### config.mk
export PLATFORM = sky130hd
export DESIGN_NAME = asop_divsqrt
export DESIGN_NICKNAME = d
export VERILOG_FILES = /design/src/hdl/asop_pkg.sv /design/src/hdl/asop_divsqrt.sv
export SDC_FILE = /design/constraint.sdc
export NUM_CORES = 1
export LEC_CHECK = 0
export BUFFER_PORTS_ARGS = -buffer_cell sky130_fd_sc_hd__buf_2
export CAP_MARGIN = 20
export CORE_ASPECT_RATIO = 0.9
export CORE_UTILIZATION = 55
export CTS_BUF_LIST = sky130_fd_sc_hd__clkbuf_2
export DETAILED_ROUTE_END_ITERATION = 8
export PLACE_DENSITY = 0.9
export SYNTH_ARGS = -nofsm -noshare
export SYNTH_HDL_FRONTEND = slang
export SYNTH_SLANG_ARGS = --single-unit
### constraint.sdc
create_clock -name aclk -period 10.1 [get_ports aclk]
set_input_delay 1.01 -clock aclk [delete_from_list [all_inputs] [get_ports aclk]]
set_output_delay 1.01 -clock aclk [all_outputs]
set_load 0.01 [all_outputs]
### src/hdl/asop_pkg.sv
// Shared types, codes and sizes for the adaptive server optimizer step block.
// No dependencies; asop_divsqrt and the top level import this package.
`default_nettype none

package asop_pkg;

    // Element store size; the index field itself is fixed at 12 bits.
    localparam int ELEMENTS = 4096;
    localparam int ADDR_W   = $clog2(ELEMENTS);
    localparam int IDX_W    = 12;

    // Operation codes carried on the input tuser
    localparam logic [1:0] OP_BEGIN = 2'd0;
    localparam logic [1:0] OP_ACCUM = 2'd1;
    localparam logic [1:0] OP_APPLY = 2'd2;

    // Second moment rules; the unused code behaves as Adam
    localparam logic [1:0] MODE_ADAGRAD = 2'd0;
    localparam logic [1:0] MODE_ADAM    = 2'd1;
    localparam logic [1:0] MODE_YOGI    = 2'd2;

    // Configuration register indexes
    localparam logic [2:0] REG_MODE = 3'd0;
    localparam logic [2:0] REG_B1   = 3'd1;
    localparam logic [2:0] REG_B2   = 3'd2;
    localparam logic [2:0] REG_TAU  = 3'd3;
    localparam logic [2:0] REG_LR   = 3'd4;

    localparam logic signed [31:0] S32_MAX = 32'sh7FFF_FFFF;
    localparam logic signed [31:0] S32_MIN = 32'sh8000_0000;

    // Iterative unit step counts
    localparam int DIV_STEPS  = 64;
    localparam int SQRT_STEPS = 24;
    localparam int CNT_W      = $clog2(DIV_STEPS + 1);

    // One memory word per element
    typedef struct packed {
        logic signed [31:0] acc;
        logic signed [31:0] fm;
        logic        [31:0] sm;
    } entry_t;

    typedef struct packed {
        logic start;
        logic is_sqrt;
    } dsu_req_t;

    typedef struct packed {
        logic busy;
        logic done;
    } dsu_stat_t;

    typedef enum logic [4:0] {
        ST_CLEAR, ST_IDLE, ST_LOAD,
        ST_ACC_MUL, ST_ACC_WR,
        ST_BR_MUL1, ST_BR_MUL2, ST_BR_UPD,
        ST_AP_M1, ST_AP_M2, ST_AP_S1, ST_AP_S2, ST_AP_S3,
        ST_AP_K1, ST_AP_K2, ST_AP_K3, ST_AP_V, ST_AP_W,
        ST_DIV1, ST_DIV1_W, ST_DIV2, ST_DIV2_W, ST_SQRT, ST_SQRT_W,
        ST_FIN_M1, ST_FIN_M2, ST_FIN_M3, ST_FIN_W, ST_EMIT
    } state_t;

endpackage

`default_nettype wire

### src/hdl/asop_divsqrt.sv
// Shared iterative unit: 64-bit by 32-bit restoring divide, one quotient bit a cycle,
// or 48-bit floor square root, one root bit a cycle. Depends on asop_pkg.
`default_nettype none

module asop_divsqrt (
    input  wire logic                aclk,
    input  wire logic                aresetn,
    input  wire asop_pkg::dsu_req_t  req,
    input  wire logic [63:0]         num,
    input  wire logic [31:0]         den,
    output asop_pkg::dsu_stat_t      stat,
    output logic [63:0]              quot
);
    import asop_pkg::*;

    logic [63:0]      work_reg, work_next;
    logic [63:0]      quot_reg, quot_next;
    logic [32:0]      rem_reg, rem_next;
    logic [31:0]      den_reg, den_next;
    logic [CNT_W-1:0] cnt_reg, cnt_next;
    logic             busy_reg, busy_next;
    logic             done_reg, done_next;
    logic             sqrt_reg, sqrt_next;

    logic [32:0] rem_sh;
    logic [32:0] trial;
    logic        ge;

    always_comb begin
        if (sqrt_reg) begin
            rem_sh = {rem_reg[30:0], work_reg[63:62]};
            trial  = {7'b0, quot_reg[23:0], 2'b01};
        end else begin
            rem_sh = {rem_reg[31:0], work_reg[63]};
            trial  = {1'b0, den_reg};
        end
        ge = (rem_sh >= trial);
    end

    always_comb begin
        work_next = work_reg;
        quot_next = quot_reg;
        rem_next  = rem_reg;
        den_next  = den_reg;
        cnt_next  = cnt_reg;
        busy_next = busy_reg;
        done_next = 1'b0;
        sqrt_next = sqrt_reg;
        if (req.start) begin
            work_next = num;
            den_next  = den;
            quot_next = '0;
            rem_next  = '0;
            sqrt_next = req.is_sqrt;
            cnt_next  = req.is_sqrt ? CNT_W'(SQRT_STEPS) : CNT_W'(DIV_STEPS);
            busy_next = 1'b1;
        end else if (busy_reg) begin
            rem_next  = ge ? (rem_sh - trial) : rem_sh;
            quot_next = {quot_reg[62:0], ge};
            work_next = sqrt_reg ? {work_reg[61:0], 2'b00} : {work_reg[62:0], 1'b0};
            cnt_next  = cnt_reg - CNT_W'(1);
            if (cnt_reg == CNT_W'(1)) begin
                busy_next = 1'b0;
                done_next = 1'b1;
            end
        end
    end

    always_ff @(posedge aclk) begin
        if (!aresetn) begin
            cnt_reg  <= '0;
            busy_reg <= 1'b0;
            done_reg <= 1'b0;
        end else begin
            cnt_reg  <= cnt_next;
            busy_reg <= busy_next;
            done_reg <= done_next;
        end
        work_reg <= work_next;
        quot_reg <= quot_next;
        rem_reg  <= rem_next;
        den_reg  <= den_next;
        sqrt_reg <= sqrt_next;
    end

    assign stat.busy = busy_reg;
    assign stat.done = done_reg;
    assign quot      = quot_reg;

endmodule

`default_nettype wire

======== Yosys cells after proc, flatten, opt, wreduce, memory -nomap -nowiden ========
Cells that the tools add are included.
word-level totals
  input port bits ......................... 100
  word-level logic and storage cells ...... 29
  output and inout bits ................... 66
  register bits ........................... 202
operators by class
  eq/ne operators ......................... 1
  bitwise logic cells ..................... 2
  reductions and logical operators ........ 2
  order comparisons ....................... 1
  add/sub/neg operators ................... 2
  muxes and demuxes ....................... 13
operators by type and width
  kind                                                                    number
  64-bit 2-to-1 mux                                                       3
  32-bit 2-to-1 mux                                                       2
  33-bit by 32-bit >= comparator with 1-bit output                        1
  33-bit 2-to-1 mux                                                       1
  32-bit subtractor                                                       1
  7-bit 2-to-1 mux                                                        3
  7-bit by 1-bit equality test with 1-bit output (second input constant)  1
  7-bit by 1-bit subtractor with 7-bit output (second input constant)     1
  1-bit 2-to-1 mux                                                        4
  3-bit OR reduction                                                      1
  1-bit inverter                                                          2
  2-bit nonzero test                                                      1

======== Depth between registers and ports, before layout ========
Gate-level depths: netlist (run 1).
  depth in word-level cells ............... 4
  mapped depth ............................ 16
  gate-level depth less buffers ........... 13

======== Worst setup path before layout (run 1) ========
OpenSTA, ideal clock, no wires.
  path kind ............................... reg-to-reg
  start ................................... register sqrt_reg
  end ..................................... register rem_reg[31]
  stages on the path, launching flop included .. 15
  library setup time ...................... 0.125 ns
  required time ........................... 9.975 ns
  arrival time ............................ 3.924 ns
  path buffers ............................ 3
  path slack .............................. 6.051 ns
  period minus slack after synthesis ...... 4.049 ns
  cells stage by stage .................... edfxtp_1 clkbuf_1 buf_1 clkbuf_1 mux2i_1 ha_1 o21a_1 o31a_1 o31a_1 or3b_4 a221oi_4 o41a_2 nor4_1 a311oi_1 o21ai_0
on the way
  word-level cells in the longest chain between the ends .. 3
  elaborated cells between the ends (all ways) .. 5
  classes of those cells .................. 1 x add/sub; 1 x order compare; 3 x mux
ends and longest elaborated chain
  item                                                                                   line                                    source
  start: declaration                                                                     asop_divsqrt.sv:23                      logic sqrt_reg, sqrt_next;
  start signal: assignment                                                               asop_divsqrt.sv:83                      sqrt_reg <= sqrt_next;
  33-bit 2-to-1 mux or 32-bit 2-to-1 mux (tied branches)                                 asop_divsqrt.sv:30                      if (sqrt_reg) begin
  32-bit subtractor or 33-bit by 32-bit >= comparator with 1-bit output (tied branches)  asop_divsqrt.sv:58, asop_divsqrt.sv:37
  32-bit 2-to-1 mux (*)                                                                  asop_divsqrt.sv:58                      rem_next = ge ? (rem_sh - trial) : rem_sh;
  end signal: assignment                                                                 asop_divsqrt.sv:81                      rem_reg <= rem_next;
  end: declaration                                                                       asop_divsqrt.sv:18                      logic [32:0] rem_reg, rem_next;
Mark *: on every way between the ends. The rest lies on a longest branch, timed or not.
A chain may end at the register's enable or synchronous reset.

======== Worst setup path in the final report (run 1) ========
  start ................................... register sqrt_reg
  end ..................................... register rem_reg[25]
The elaborated chain is that of the path after synthesis.

==> run summary, run 1 <==
Relative to the synthesized area, the layout overhead comes to 13.09%. The critical path crosses 14 cells after its start point. TritonCTS built the clock tree.

Pin placement for this block handled 166 I/O pins. The tools report the worst-case setup margin in the final layout as 4541 ps. At the end of routability-driven placement, the weighted congestion stood at 0.9087. The maximum clock path buffer count was 3; the final design instance area without fill was 12090 µm².

Entering global routing, the biggest net connects 119 pins. The worst slew slack as a fraction of its limit came out at 25.86%. Synthesis produced 1033 cells. The layout has 1500 filler cells.

The tightest min-delay check is of the in2reg type. The total number of nets in the final design was 1327. After clock tree synthesis, the setup repair step added 0 buffers. The met3 wire length is 1.437 mm.

The cell area that synthesis handed to floorplanning was 10690 µm². The die area is 20000 µm². The run gives 8190 as the count of vias placed by the detailed router. Setup repair after global routing left no endpoint under its margin. The post-synthesis area per instance is 10.35 µm². The kind of start point of the critical path is a register.

The root buffer cell chosen for the clock tree is clkbuf_2. The transition at the pin with the smallest max-transition slack is 1112 ps, and the worst path buffer plus inverter count is 3. The max-slew violation total from the final report was 0; the arrival time at the worst endpoint was 6130 ps. The number of vias per cell is 5.538, and the fraction of the cycle the final worst path needs is 55.04%. After global routing the overflow that remains totals 0. The critical path ends at rem_reg[25].

The die is 149.0 µm wide. The signal on the critical path passes through buf_4 > buf_4 > mux2i_1 > ha_1 > nor2b_1 > o31a_1 > o31a_1 > o31ai_4 > a21oi_4 > a31oi_4 > o311ai_4 > buf_4 > mux2i_1 > a211oi_1. Summed over all layers, the routed wires come to 22.84 mm.

Counting flops and latches in the post-synthesis netlist gives 202. The number of cells on the worst reg-to-reg path is 14. The clock latency at the later pin of the worst-skew pair was 820 ps.

The most critical setup path has its startpoint at sqrt_reg. Cell type group with the largest total delay on the critical path: buffers and inverters. Leading area contributor after synthesis: edfxtp_1. For this design, the sink count on the clock tree is 202. Summed over all nets, the half-perimeter wirelength after detailed placement is 15.58 mm.

The flow ran to the end, and the final reports show no timing, DRC or antenna violations. The terminus of the critical flop-to-flop path was rem_reg[25]. The logs give 9.995 mm for the wire length on met2 and 7735 for the number of global-route vias before repair. For this run, design rule violations remaining after detail routing come to 0. Counting the buffers created by CTS gives 49.

The multi-input combinational cells in the finished layout cover a total of 5328 µm². DRC violation total after the first TritonRoute iteration: 426. The post-place setup slack is 4610 ps, and the detailed-router iteration count before antenna repair is 7.

The share of cells above drive strength 1 is 24.27%, and the leakage dissipation is 5.438 nW. The net count after synthesis was 1168; the vertical die dimension was 134.3 µm. The total power divided by cell area came out at 200.9 nW/µm². Launching point of the worst reg2reg path: sqrt_reg. The share of flip-flops with an asynchronous set or reset was 0%; the fmax was 179.9 MHz. The area after detailed placement was 11620 µm²; the total global routing track utilization was 22.67%. The completed layout was analyzed and its total power is 2.429 mW.

The first global-routing pass estimated 36.78 mm of wire. The critical path in this run is classified as reg2reg. The tools report the hold violation count in the final report as 0. The placeable core region was 18700 µm². Data on the critical path is required at its endpoint by 10680 ps. The largest single stage delay on the critical path is 940 ps. The number of library cell types mapped by synthesis was 58; the remaining number of nets flagged by the antenna check after routing was 0. The maximum fanout count along the critical path is 73, and the top cell type's share of synthesized area is 27.24%. Subtracting the final worst setup slack from the clock period gives 5559 ps. Among the stages of the critical path, the cell type that occurs most often is buf_4.

Ranked by total cell area, the synthesized netlist is headed by edfxtp_1 27%, dfxtp_1 20%, mux2i_1 16%. The post-cts sizing count is 0. In the synthesized netlist the dominant register cell turns out to be dfxtp_1. Setup slack on the worst reg-to-reg path comes out at 4540 ps.

Across the run, the number of max-cap violations was 0. Dividing the detail-routed wire length by the instance count gives 15.44 µm. For the number of antenna violations at the first check in global routing, the log shows 3. The Yosys step of the flow raised 0 warnings. STA classifies the critical path endpoint as a register.

After clock tree synthesis, the flow added hold-fix buffers numbering 0. The tools report the final setup skew as 88.48 ps. Number of flops mapped to enable cells by yosys: 97. Clock-pin slew was measured on the worst setup and hold paths at 120 ps. Highest routing layer actually used: met5. Initial core utilization: 57.18%. The sequential cells in the finished layout cover a total of 5019 µm². Setup violations remaining at the end of the flow were counted as 0.

For the largest vdd supply drop, the log shows 0.0001105 V. The H-tree was split into 2 levels. Sum of negative setup slack: 0 ps. After detailed routing, the wire length on met1 is 10.85 mm.

The floorplan has 47 rows. For the share of the yosys chip area belonging to registers, the log shows 46.90%. The number of port buffers is 165. Slowest stage cell on the critical path: buf_4.
## cell type report
cell class / instances / area share, %
multi-input cells: 747 / 44.06
inverters: 19 / 0.5898
repair buffers: 173 / 7.377
clock buffers: 79 / 3.270
clock inverters: 12 / 0.6311
flip-flops and latches: 202 / 41.50
diodes: 2 / 0.04139
well taps: 245 / 2.535
## where the power goes
group | leakage, nW | internal (mW) | switching [mW] | total, mW
Sequential | 1.83 | 0.939 | 0.0482 | 0.987
Clock | 0.360 | 0.231 | 0.328 | 0.559
Combinational | 3.24 | 0.383 | 0.500 | 0.883
## per-stage QoR
stage | std cells | hold WS [ps] | util [%]
3_5_place_dp | 1386 | 458.8 | 62.12
5_1_grt | 1477 | 322.3 | 64.64
6_report | 1479 | 372.3 | 64.67
3_3_place_gp | 1386 | 452.8 | 62.12
2_1_floorplan | 1033 | 435.3 | -
4_1_cts | 1477 | 317.4 | 64.64
## synth_stat cells, types with 2 or more instances
master / instances
a211o_1: 2
a211oi_1: 19
a21o_1: 16
a21oi_1: 39
a22o_1: 2
a31oi_1: 5
a32oi_1: 7
and2_1: 3
and3_1: 2
buf_1: 11
buf_2: 4
buf_4: 2
buf_6: 3
clkbuf_1: 45
dfxtp_1: 105
edfxtp_1: 97
ha_1: 34
inv_1: 19
mux2_2: 31
mux2i_1: 172
nand2_1: 100
nand2b_1: 8
nand3_1: 12
nand4_1: 5
nor2_1: 117
nor2b_1: 3
nor3_1: 6
nor3b_1: 2
nor4_1: 3
o211a_1: 2
o21a_1: 3
o21ai_0: 82
o21bai_1: 4
o311ai_0: 4
o31a_1: 4
o31ai_1: 7
xnor2_1: 23
xor2_1: 10
## cell usage in the layout (no fill, tap or decap), types with 4 or more instances in the layout
master,Yosys,layout
a211oi_1,19,19
a21o_1,16,16
a21oi_1,39,39
a31oi_1,5,5
a32oi_1,7,7
buf_2,4,164
buf_4,2,8
clkbuf_2,0,79
clkinv_1,0,9
dfxtp_1,105,104
edfxtp_1,97,97
ha_1,34,34
inv_1,19,18
mux2_2,31,31
mux2i_1,172,172
nand2_1,100,100
nand2b_1,8,8
nand3_1,12,12
nand4_1,5,5
nor2_1,117,117
nor3_1,6,6
o21ai_0,82,82
o21bai_1,4,4
o311ai_0,4,4
o31a_1,4,4
o31ai_1,7,7
xnor2_1,23,23
xor2_1,10,10
## kinds of logic after synthesis
family                     share of synthesized area [%]
AOI/OAI and AO/OA                                  13.25
adders and majority gates                          4.166
and+or+nand+nor                                    10.34
muxes                                              19.37
xor gates and xnor gates                           2.703
DFF                                                46.90
buffers and inverters                              3.276
## per-layer routing
layer	up-vias	track usage (%)
met1	3766	31.24
met4	2	9.070
met2	266	34.78
met5	-	0
li1	4104	-
met3	52	4.728
## worst min path at each step
stage | startpoint | to | slack (ps) | cells after the start
final | den[9] | den_reg[9] | 370 | 1
after global routing | den[2] | den_reg[2] | 320 | 1
after CTS | den[9] | den_reg[9] | 320 | 1
after detailed placement | rem_reg[31] | rem_reg[31] | 460 | 2
after global placement | rem_reg[31] | rem_reg[31] | 450 | 2
after floorplan | rem_reg[31] | rem_reg[31] | 440 | 2
Note: power is estimated with default switching activity, not from simulation.
==> run 2: changes to the inputs <==
--- a/config.mk
+++ b/config.mk
@@ -5,13 +5,14 @@
 export SDC_FILE = /design/constraint.sdc
 export NUM_CORES = 1
 export LEC_CHECK = 0
+export ABC_AREA = 1
 export BUFFER_PORTS_ARGS = -buffer_cell sky130_fd_sc_hd__buf_2
 export CAP_MARGIN = 20
 export CORE_ASPECT_RATIO = 0.9
-export CORE_UTILIZATION = 55
+export CORE_UTILIZATION = 54
 export CTS_BUF_LIST = sky130_fd_sc_hd__clkbuf_2
 export DETAILED_ROUTE_END_ITERATION = 8
-export PLACE_DENSITY = 0.9
+export PLACE_DENSITY = 0.91
 export SYNTH_ARGS = -nofsm -noshare
 export SYNTH_HDL_FRONTEND = slang
 export SYNTH_SLANG_ARGS = --single-unit
==> constraint.sdc (replaced) <==
create_clock -name aclk -period 4.6 [get_ports aclk]
set_input_delay 0.46 -clock aclk [delete_from_list [all_inputs] [get_ports aclk]]
set_output_delay 0.46 -clock aclk [all_outputs]
set_load 0.01 [all_outputs]
==> run 2 against run 1 <==
Effect of this change: register-to-register slack got worse by 3600 ps; synthesized cell count rose by 46%; cell count rose by 39%.
==> run summary, run 2 <==
The capturing element type of the critical path is a register (unchanged). The tools report the core occupancy in the finished layout as 67.32% (was 64.67%). Routability congestion estimate: 0.9810 (was 0.9087). The logs give 166 (unchanged) for the I/O pin count and 55.34 mm (was 36.78 mm) for the global-route wire length before repair. The placeable core region is 20050 µm² (was 18700 µm²), and the clock latency at the later pin of the worst-skew pair is 860 ps (was 820 ps).

The total number of H-tree levels was 2 (unchanged); the detailed-router iteration count before antenna repair was 6 (was 7). For the total number of nets in the final design, the log shows 1892 (was 1327). The classification of the worst-slack hold path is in2reg (unchanged). The fraction of power spent switching nets is 44.25% (was 36.09%), and the internal portion of total power is 3.619 mW (was 1.552 mW). The fmax is 273.1 MHz (was 179.9 MHz).

The count of buffers added by post-CTS timing repair for setup is 0 (unchanged), and the HPWL after detailed placement is 20.96 mm (was 15.58 mm). The synthesis-to-finish area growth is 21.68% (was 13.09%), and the worst slew slack as a fraction of its limit is 28.55% (was 25.86%). TritonCTS built the clock tree. Dominant synthesized flop cell: dfxtp_1 (unchanged).

The net count after synthesis came out at 1641 (was 1168). The library cell with the highest instance count after synthesis was nand2_1 (was mux2i_1). The maximum fanout count along the critical path was 60 (was 73). DRC violation total after the first TritonRoute iteration: 1254 (was 426). Share of cells above drive strength 1: 16.67% (was 24.27%). Top cells by area, synth: edfxtp_1 26%, dfxtp_1 19%, nand2_1 16% (was edfxtp_1 27%, dfxtp_1 20%, mux2i_1 16%). The top cell type's share of synthesized area is 26.26% (was 27.24%), and the number of antenna violations at the first check in global routing is 1 (was 3).

The leakage dissipation was 6.460 nW (was 5.438 nW); the clock sink count was 202 (unchanged). Number of flops mapped to enable cells by yosys: 97 (unchanged). The gate count of the mapped netlist came out at 1506 (was 1033).

Final setup skew: 78.83 ps (was 88.48 ps). The combinational share of power is 44.0% (was 36.4%), and the transition at the pin with the smallest max-transition slack is 1072 ps (was 1112 ps). The power share of the sequential group is 34.5% (was 40.6%). The run gives 3 (unchanged) as the maximum clock path buffer count. The post-synthesis area per instance works out to 7.365 µm² (was 10.35 µm²). The wire length per cell after detailed routing came out at 17.11 µm (was 15.44 µm).

The highest routing layer actually used was met4 (was met5). The logs give 3.501 mm (was 1.437 mm) for the met3 wire length and 11090 µm² (was 10690 µm²) for the post-synthesis instance area. The total design power is 6.490 mW (was 2.429 mW), and the remaining number of nets flagged by the antenna check after routing is 0 (unchanged). The logs give 0 ps (unchanged) for the sum of negative setup slack and 11.59k (was 8190) for the count of vias placed by the detailed router. The most common library cell in the layout ignoring fill and taps was nand2_1 (was mux2i_1). Leading area contributor after synthesis: edfxtp_1 (unchanged).

List of most frequent post-synthesis cells: 461 x nand2_1, 187 x inv_1, 149 x a21oi_1 (was 172 x mux2i_1, 117 x nor2_1, 105 x dfxtp_1). The cell count after placement is 1864 (was 1386). The flow ran to the end, and the final reports show no timing, DRC or antenna violations.

The number of library cell types mapped by synthesis was 39 (was 58); the fraction of the cycle the final worst path needs was 79.61% (was 55.04%). CTS buffer count: 51 (was 49). Most frequent cells in the layout: 461 x nand2_1, 186 x inv_1, 164 x buf_2, 149 x a21oi_1, 115 x nor2_1 (was 172 x mux2i_1, 164 x buf_2, 117 x nor2_1, 104 x dfxtp_1, 100 x nand2_1). The number of register bits inferred by synthesis works out to 202 (unchanged). The tools report the wire length on met1 as 13.99 mm (was 10.85 mm). The root buffer selected by CTS was clkbuf_2 (unchanged). The total power divided by cell area is 480.9 nW/µm² (was 200.9 nW/µm²), and the number of cell rows is 49 (was 47).

The share of the yosys chip area belonging to registers is 45.21% (was 46.90%), and the number of global-route vias before repair is 11.23k (was 7735). The clock-pin slew of the registers on the worst-case setup and hold paths was 120 ps (about the same); the clock network fraction of total power was 21.5% (was 23.0%). The run gives 0.0003630 V (was 0.0001105 V) as the largest vdd supply drop. The DRC violation count after routing is 0 (unchanged), and the count of endpoints failing setup in the final report is 0 (unchanged).

The arrival time at the worst endpoint came out at 4370 ps (was 6130 ps). The tools report the hold violation count in the final report as 0 (unchanged). The tools report the wire length on met2 as 15.77 mm (was 9.995 mm). The remaining global-route overflow is 0 (unchanged), and the net switching power is 2.872 mW (was 0.8766 mW). The time the final worst path needs with I/O delays and setup was 3662 ps (was 5559 ps).

The tools report the die area as 21120 µm² (was 20000 µm²). The tools report the pin count of the biggest net entering global routing as 70 (was 119). The number of port buffers works out to 165 (unchanged). Type of the setup path with the least slack: reg2reg (unchanged).

The initial core utilization is 55.33% (was 57.18%). The number of vias per cell works out to 5.639 (was 5.538). The required arrival time at the worst endpoint was 5300 ps (was 10680 ps); the total global routing track utilization was 32.89% (was 22.67%). The wire length reported by the detailed router was 35.17 mm (was 22.84 mm); the max-slew violation total from the final report was 0 (unchanged). The die extent in x is 153.1 µm (was 149.0 µm).

The vertical die dimension is 138.0 µm (was 134.3 µm), and the number of warning messages in the yosys log is 0 (unchanged). The share of flip-flops with an asynchronous set or reset was 0% (unchanged); the slack of the worst reg-to-reg path was 940 ps (was 4540 ps). For the non-filler instance count after layout, the log shows 2056 (was 1479). The kind of start point of the critical path is a register (unchanged). Setup repair after global routing left no endpoint under its margin.

The count of maximum capacitance violations came out at 0 (unchanged).
[run 2: changes by cell type after synthesis, moves of 8 or more]
cell / before / now
nand3_1: 12 / 80
nand2_1: 100 / 461
mux2i_1: 172 / 1
o22ai_1: 0 / 64
a211oi_1: 19 / 0
mux2_2: 31 / 0
o21ai_0: 82 / 61
a21oi_1: 39 / 149
xnor2_1: 23 / 5
inv_1: 19 / 187
a21o_1: 16 / 0
nand2b_1: 8 / 0
[run 2: metrics by stage]
step | hold WS [ps] | cell area (µm²) | setup WS, ps
2_1_floorplan | 425.8 | 11090 | 1341
3_3_place_gp | 435.9 | 12010 | 1223
3_5_place_dp | 440.6 | 12010 | 1196
4_1_cts | 8.319 | 13470 | 1189
5_1_grt | 43.11 | 13500 | 738.3
6_report | 77.48 | 13500 | 938.0
[run 2: cell families (layout without fill, tap and decap cells)]
kind of cell	count (synthesis)	in the layout	share of synthesized area (%)
other	0	1	0
buffers and inverters	261	555	9.261
AOI/OAI and AO/OA	290	290	14.11
xor gates and xnor gates	16	16	1.263
muxes	1	1	0.09025
and+or+nand+nor	701	701	26.05
DFF	202	202	45.21
adders and majority gates	35	35	4.016
[run 2: repair_timing]
| item | CTS | global route |
|---|---|---|
| hold buffers | 94 | 0 |
| resized for setup | 0 | 0 |
| hold endpoints to repair | 99 | 0 |
[run 2: layout make-up]
cell class              count  area (µm²)
flip-flops and latches    202        5015
inverters                 191       719.4
fillers                  1538        6551
well taps                 255       319.1
clock buffers              82       410.4
diodes                      1       2.502
repair buffers            268        1862
clock inverters            14       113.9
multi-input cells        1043        5055
[run 2: power groups by stage]
stage	Sequential, mW	Combinational (mW)	Clock [mW]
3_5_place_dp	2.26	2.66	0
2_1_floorplan	2.22	2.13	0
4_1_cts	2.22	2.73	1.38
5_1_grt	2.25	3.16	1.49
6_report	2.24	2.85	1.40
3_3_place_gp	2.25	2.61	0
[run 2: path summary, 6_finish.rpt]
path,startpoint,to,cells after the start
setup / recovery,sqrt_reg,rem_reg[23],15
hold / removal,num[35],work_reg[35],3
setup reg to reg,sqrt_reg,rem_reg[23],15
hold reg to reg,rem_reg[20],rem_reg[20],2
[run 2: critical path, cell delays in order, from the launching register on]
cell	delay, ps
edfxtp_1	450
buf_4	470
nand2_1	120
o21ai_0	140
inv_1	90
ha_1	370
a21oi_1	260
o21ai_0	190
inv_1	120
a21oi_2	90
nor2_8	440
nand2_8	240
nand2_1	310
nand2_1	100
nand2_1	80
nand2_1	40
[run 2: per-layer routing]
layer | global-route usage (%) | vias to the layer above
met5 | 0 | -
met4 | 19.58 | 0
met3 | 7.906 | 183
met2 | 52.77 | 754
met1 | 40.76 | 5227
li1 | - | 5430
==> run 3: changes to the inputs <==
--- a/config.mk
+++ b/config.mk
@@ -9,10 +9,10 @@
 export BUFFER_PORTS_ARGS = -buffer_cell sky130_fd_sc_hd__buf_2
 export CAP_MARGIN = 20
 export CORE_ASPECT_RATIO = 0.9
-export CORE_UTILIZATION = 54
+export CORE_UTILIZATION = 55
 export CTS_BUF_LIST = sky130_fd_sc_hd__clkbuf_2
 export DETAILED_ROUTE_END_ITERATION = 8
-export PLACE_DENSITY = 0.91
+export PLACE_DENSITY = 0.89
 export SYNTH_ARGS = -nofsm -noshare
 export SYNTH_HDL_FRONTEND = slang
 export SYNTH_SLANG_ARGS = --single-unit
==> constraint.sdc (replaced) <==
create_clock -name aclk -period 3.42 [get_ports aclk]
set_input_delay 0.342 -clock aclk [delete_from_list [all_inputs] [get_ports aclk]]
set_output_delay 0.342 -clock aclk [all_outputs]
set_load 0.01 [all_outputs]
==> run 3 against run 2 <==
Effect of this change: first-iteration DRC count grew 29%; core utilization is 2.4 points higher; cell count increased by 0.29%; register-to-register slack worse by 810 ps; largest power group unchanged; non-clock buffer count is 13 higher; combinational power grew 39%; die area is 1.8% lower; maximum frequency increased by 11%.
==> run summary, run 3 (synthesis results as in run 2) <==
Maximum clock path buffer count: 3 (unchanged). Terminus of the critical flop-to-flop path: rem_reg[12] (was rem_reg[23]). The fraction of the cycle the final worst path needs was 96.14% (was 79.61%); the routability congestion estimate was 1.068 (was 0.9810).

The run finished with clean final reports. Most frequent cells in the layout: 461 x nand2_1, 186 x inv_1, 164 x buf_2, 149 x a21oi_1, 114 x nor2_1 (was 461 x nand2_1, 186 x inv_1, 164 x buf_2, 149 x a21oi_1, 115 x nor2_1). The wire length per cell after detailed routing is 17.73 µm (was 17.11 µm). The worst slew slack as a fraction of its limit is 49.54% (was 28.55%), and the number of global-route vias before repair is 11.49k (was 11.23k). The count of vias placed by the detailed router is 12.09k (was 11.59k).

The tools report the hold violation count in the final report as 0 (unchanged). The total global routing track utilization is 34.78% (was 32.89%). Kind of start point of the critical path: a register (unchanged). The largest vdd supply drop is 0.0003160 V (was 0.0003630 V), and the count of maximum capacitance violations is 0 (unchanged). The vertical die dimension is 136.7 µm (was 138.0 µm).

The root buffer selected by CTS is clkbuf_2 (unchanged). The time the final worst path needs with I/O delays and setup was 3288 ps (was 3662 ps); the core occupancy in the finished layout was 69.70% (was 67.32%). The wire length reported by the detailed router is 36.56 mm (was 35.17 mm), and the met3 wire length is 4.293 mm (was 3.501 mm).

The wire length on met2 is 16.30 mm (was 15.77 mm). The total number of nets in the final design came out at 1904 (was 1892). For the required arrival time at the worst endpoint, the log shows 4170 ps (was 5300 ps).

The slack of the worst reg-to-reg path came out at 130 ps (was 940 ps). The transition at the pin with the smallest max-transition slack was 756.9 ps (was 1072 ps); the synthesis-to-finish area growth was 22.27% (was 21.68%). Timing endpoint of the critical path: rem_reg[12] (was rem_reg[23]). The pin count of the biggest net entering global routing was 99 (was 70). For the max-slew violation total from the final report, the log shows 0 (unchanged).

The tools report the worst-case setup margin in the final layout as 132.1 ps (was 938.0 ps). The tools report the clock latency at the later pin of the worst-skew pair as 860 ps (about the same). The I/O pin count came out at 166 (unchanged).

The classification of the worst-slack hold path was in2reg (unchanged). The total power divided by cell area came out at 636.3 nW/µm² (was 480.9 nW/µm²). The DRC violation count after routing is 0 (unchanged), and the number of cell rows is 48 (was 49). The non-filler instance count after layout was 2062 (was 2056); the clock-pin slew of the registers on the worst-case setup and hold paths was 120 ps (about the same). The share of cells above drive strength 1 is 16.52% (was 16.67%). Count of endpoints failing setup in the final report: 0 (unchanged).

The remaining number of nets flagged by the antenna check after routing was 0 (unchanged); the total number of H-tree levels was 2 (unchanged). For the post-place setup slack, the log shows 207.1 ps (was 1196 ps). Critical path startpoint: sqrt_reg (unchanged). Most common library cell in the layout ignoring fill and taps: nand2_1 (unchanged). The arrival time at the worst endpoint was 4040 ps (was 4370 ps); the global-route wire length before repair was 56.75 mm (was 55.34 mm).

The DRC violation total after the first TritonRoute iteration came out at 1614 (was 1254). TritonCTS built the clock tree. The tools report the launching point of the worst reg2reg path as sqrt_reg (unchanged). For the CTS buffer count, the log shows 50 (was 51).

The type of the setup path with the least slack is reg2reg (unchanged). The leakage dissipation is 6.470 nW (was 6.460 nW). The number of antenna violations at the first check in global routing was 1 (unchanged); the cell count after placement was 1864 (unchanged). For the die area, the log shows 20740 µm² (was 21120 µm²). The highest routing layer actually used is met4 (unchanged).

The die extent in x is 151.7 µm (was 153.1 µm). For the detailed-router iteration count before antenna repair, the log shows 7 (was 6). The maximum fanout count along the critical path works out to 24 (was 60).

The number of port buffers was 165 (unchanged); the clock sink count was 202 (unchanged). The wire length on met1 came out at 13.82 mm (was 13.99 mm). The fmax is 304.1 MHz (was 273.1 MHz). The placeable core region was 19460 µm² (was 20050 µm²). The HPWL after detailed placement came out at 21.28 mm (was 20.96 mm). The run gives 57.00% (was 55.33%) as the initial core utilization.

The number of vias per cell was 5.863 (was 5.639). The capturing element type of the critical path is a register (unchanged). The number of fill cells was 1460 (was 1538); the remaining global-route overflow was 0 (unchanged). The cell depth of the worst flop-to-flop path works out to 18 (was 15).

The final setup skew came out at 64.36 ps (was 78.83 ps).
-- run 3: changes by cell type in the layout (fill, tap and decap cells not counted), sizes merged, moves of 2 or more --
cell,before,now
clkbuf,82,73
clkinv,11,19
dlygate4sd3,94,99
bufinv,2,0
buf,174,181
-- run 3: layout make-up --
class / count / area [µm²] / share of cell area [%]
multi-input combinational: 1043 / 5061 / 37.32
sequential: 202 / 5015 / 36.98
timing repair buffer: 281 / 1997 / 14.72
inverter: 191 / 719.4 / 5.305
clock buffer: 72 / 360.3 / 2.657
tap: 250 / 312.8 / 2.306
clock inverter: 21 / 91.34 / 0.6735
antenna: 2 / 5.005 / 0.03690
-- run 3: how the worst min path moves through the flow --
stage                     cells past startpoint           to         from  slack, ps
after global placement                        2     quot[63]     quot[63]        440
after global routing                          2  den_reg[25]      den[25]        190
after CTS                                     2  den_reg[24]      den[24]        200
after floorplan                               2  rem_reg[11]  rem_reg[11]        430
final                                         2  den_reg[23]      den[23]        240
after detailed placement                      2  rem_reg[26]  rem_reg[26]        450
-- run 3: what timing repair did --
action	in CTS	in global routing
gates resized for setup	0	7
endpoints found under the hold margin	112	0
hold buffers	99	0
setup buffers	0	1
setup endpoints to repair	0	22
-- run 3: stage by stage --
stage / setup TNS, ps / total power, mW / hold slack (ps) / cell area (µm²)
CTS: 0 / 8.351 / 195.9 / 13500
detailed placement: 0 / 6.641 / 448.1 / 12050
finish: 0 / 8.630 / 242.7 / 13560
floorplan: 0 / 5.858 / 425.8 / 11090
global route: -9.978 / 9.154 / 191.8 / 13560
global placement: 0 / 6.554 / 436.0 / 12050
-- run 3: power by group --
group	total, mW	switching [mW]	internal [mW]	leakage (nW)
combinational	3.95	2.64	1.30	4.32
clock	1.67	1.09	0.578	0.341
sequential	3.02	0.186	2.83	1.81
-- run 3: worst max-delay path, stage by stage (launching register included) --
cell      delay (ps)
edfxtp_1         420
buf_4            190
buf_6            200
o21ai_1          230
inv_1             80
ha_1             370
nand2_1          180
nor2_2           220
nand2_1          110
nor2_2           160
nand3b_1         100
nand2_2          120
nor2_8            90
nand2_8          150
buf_4            280
nand2_1          110
nand2_1           80
nand2_1           60
nand2_1           70
-- run 3: per-layer routing --
layer | up-vias | global-route usage (%)
met5 | - | 0
met4 | 0 | 20.08
li1 | 5462 | -
met1 | 5478 | 44.75
met2 | 927 | 52.75
met3 | 222 | 9.133
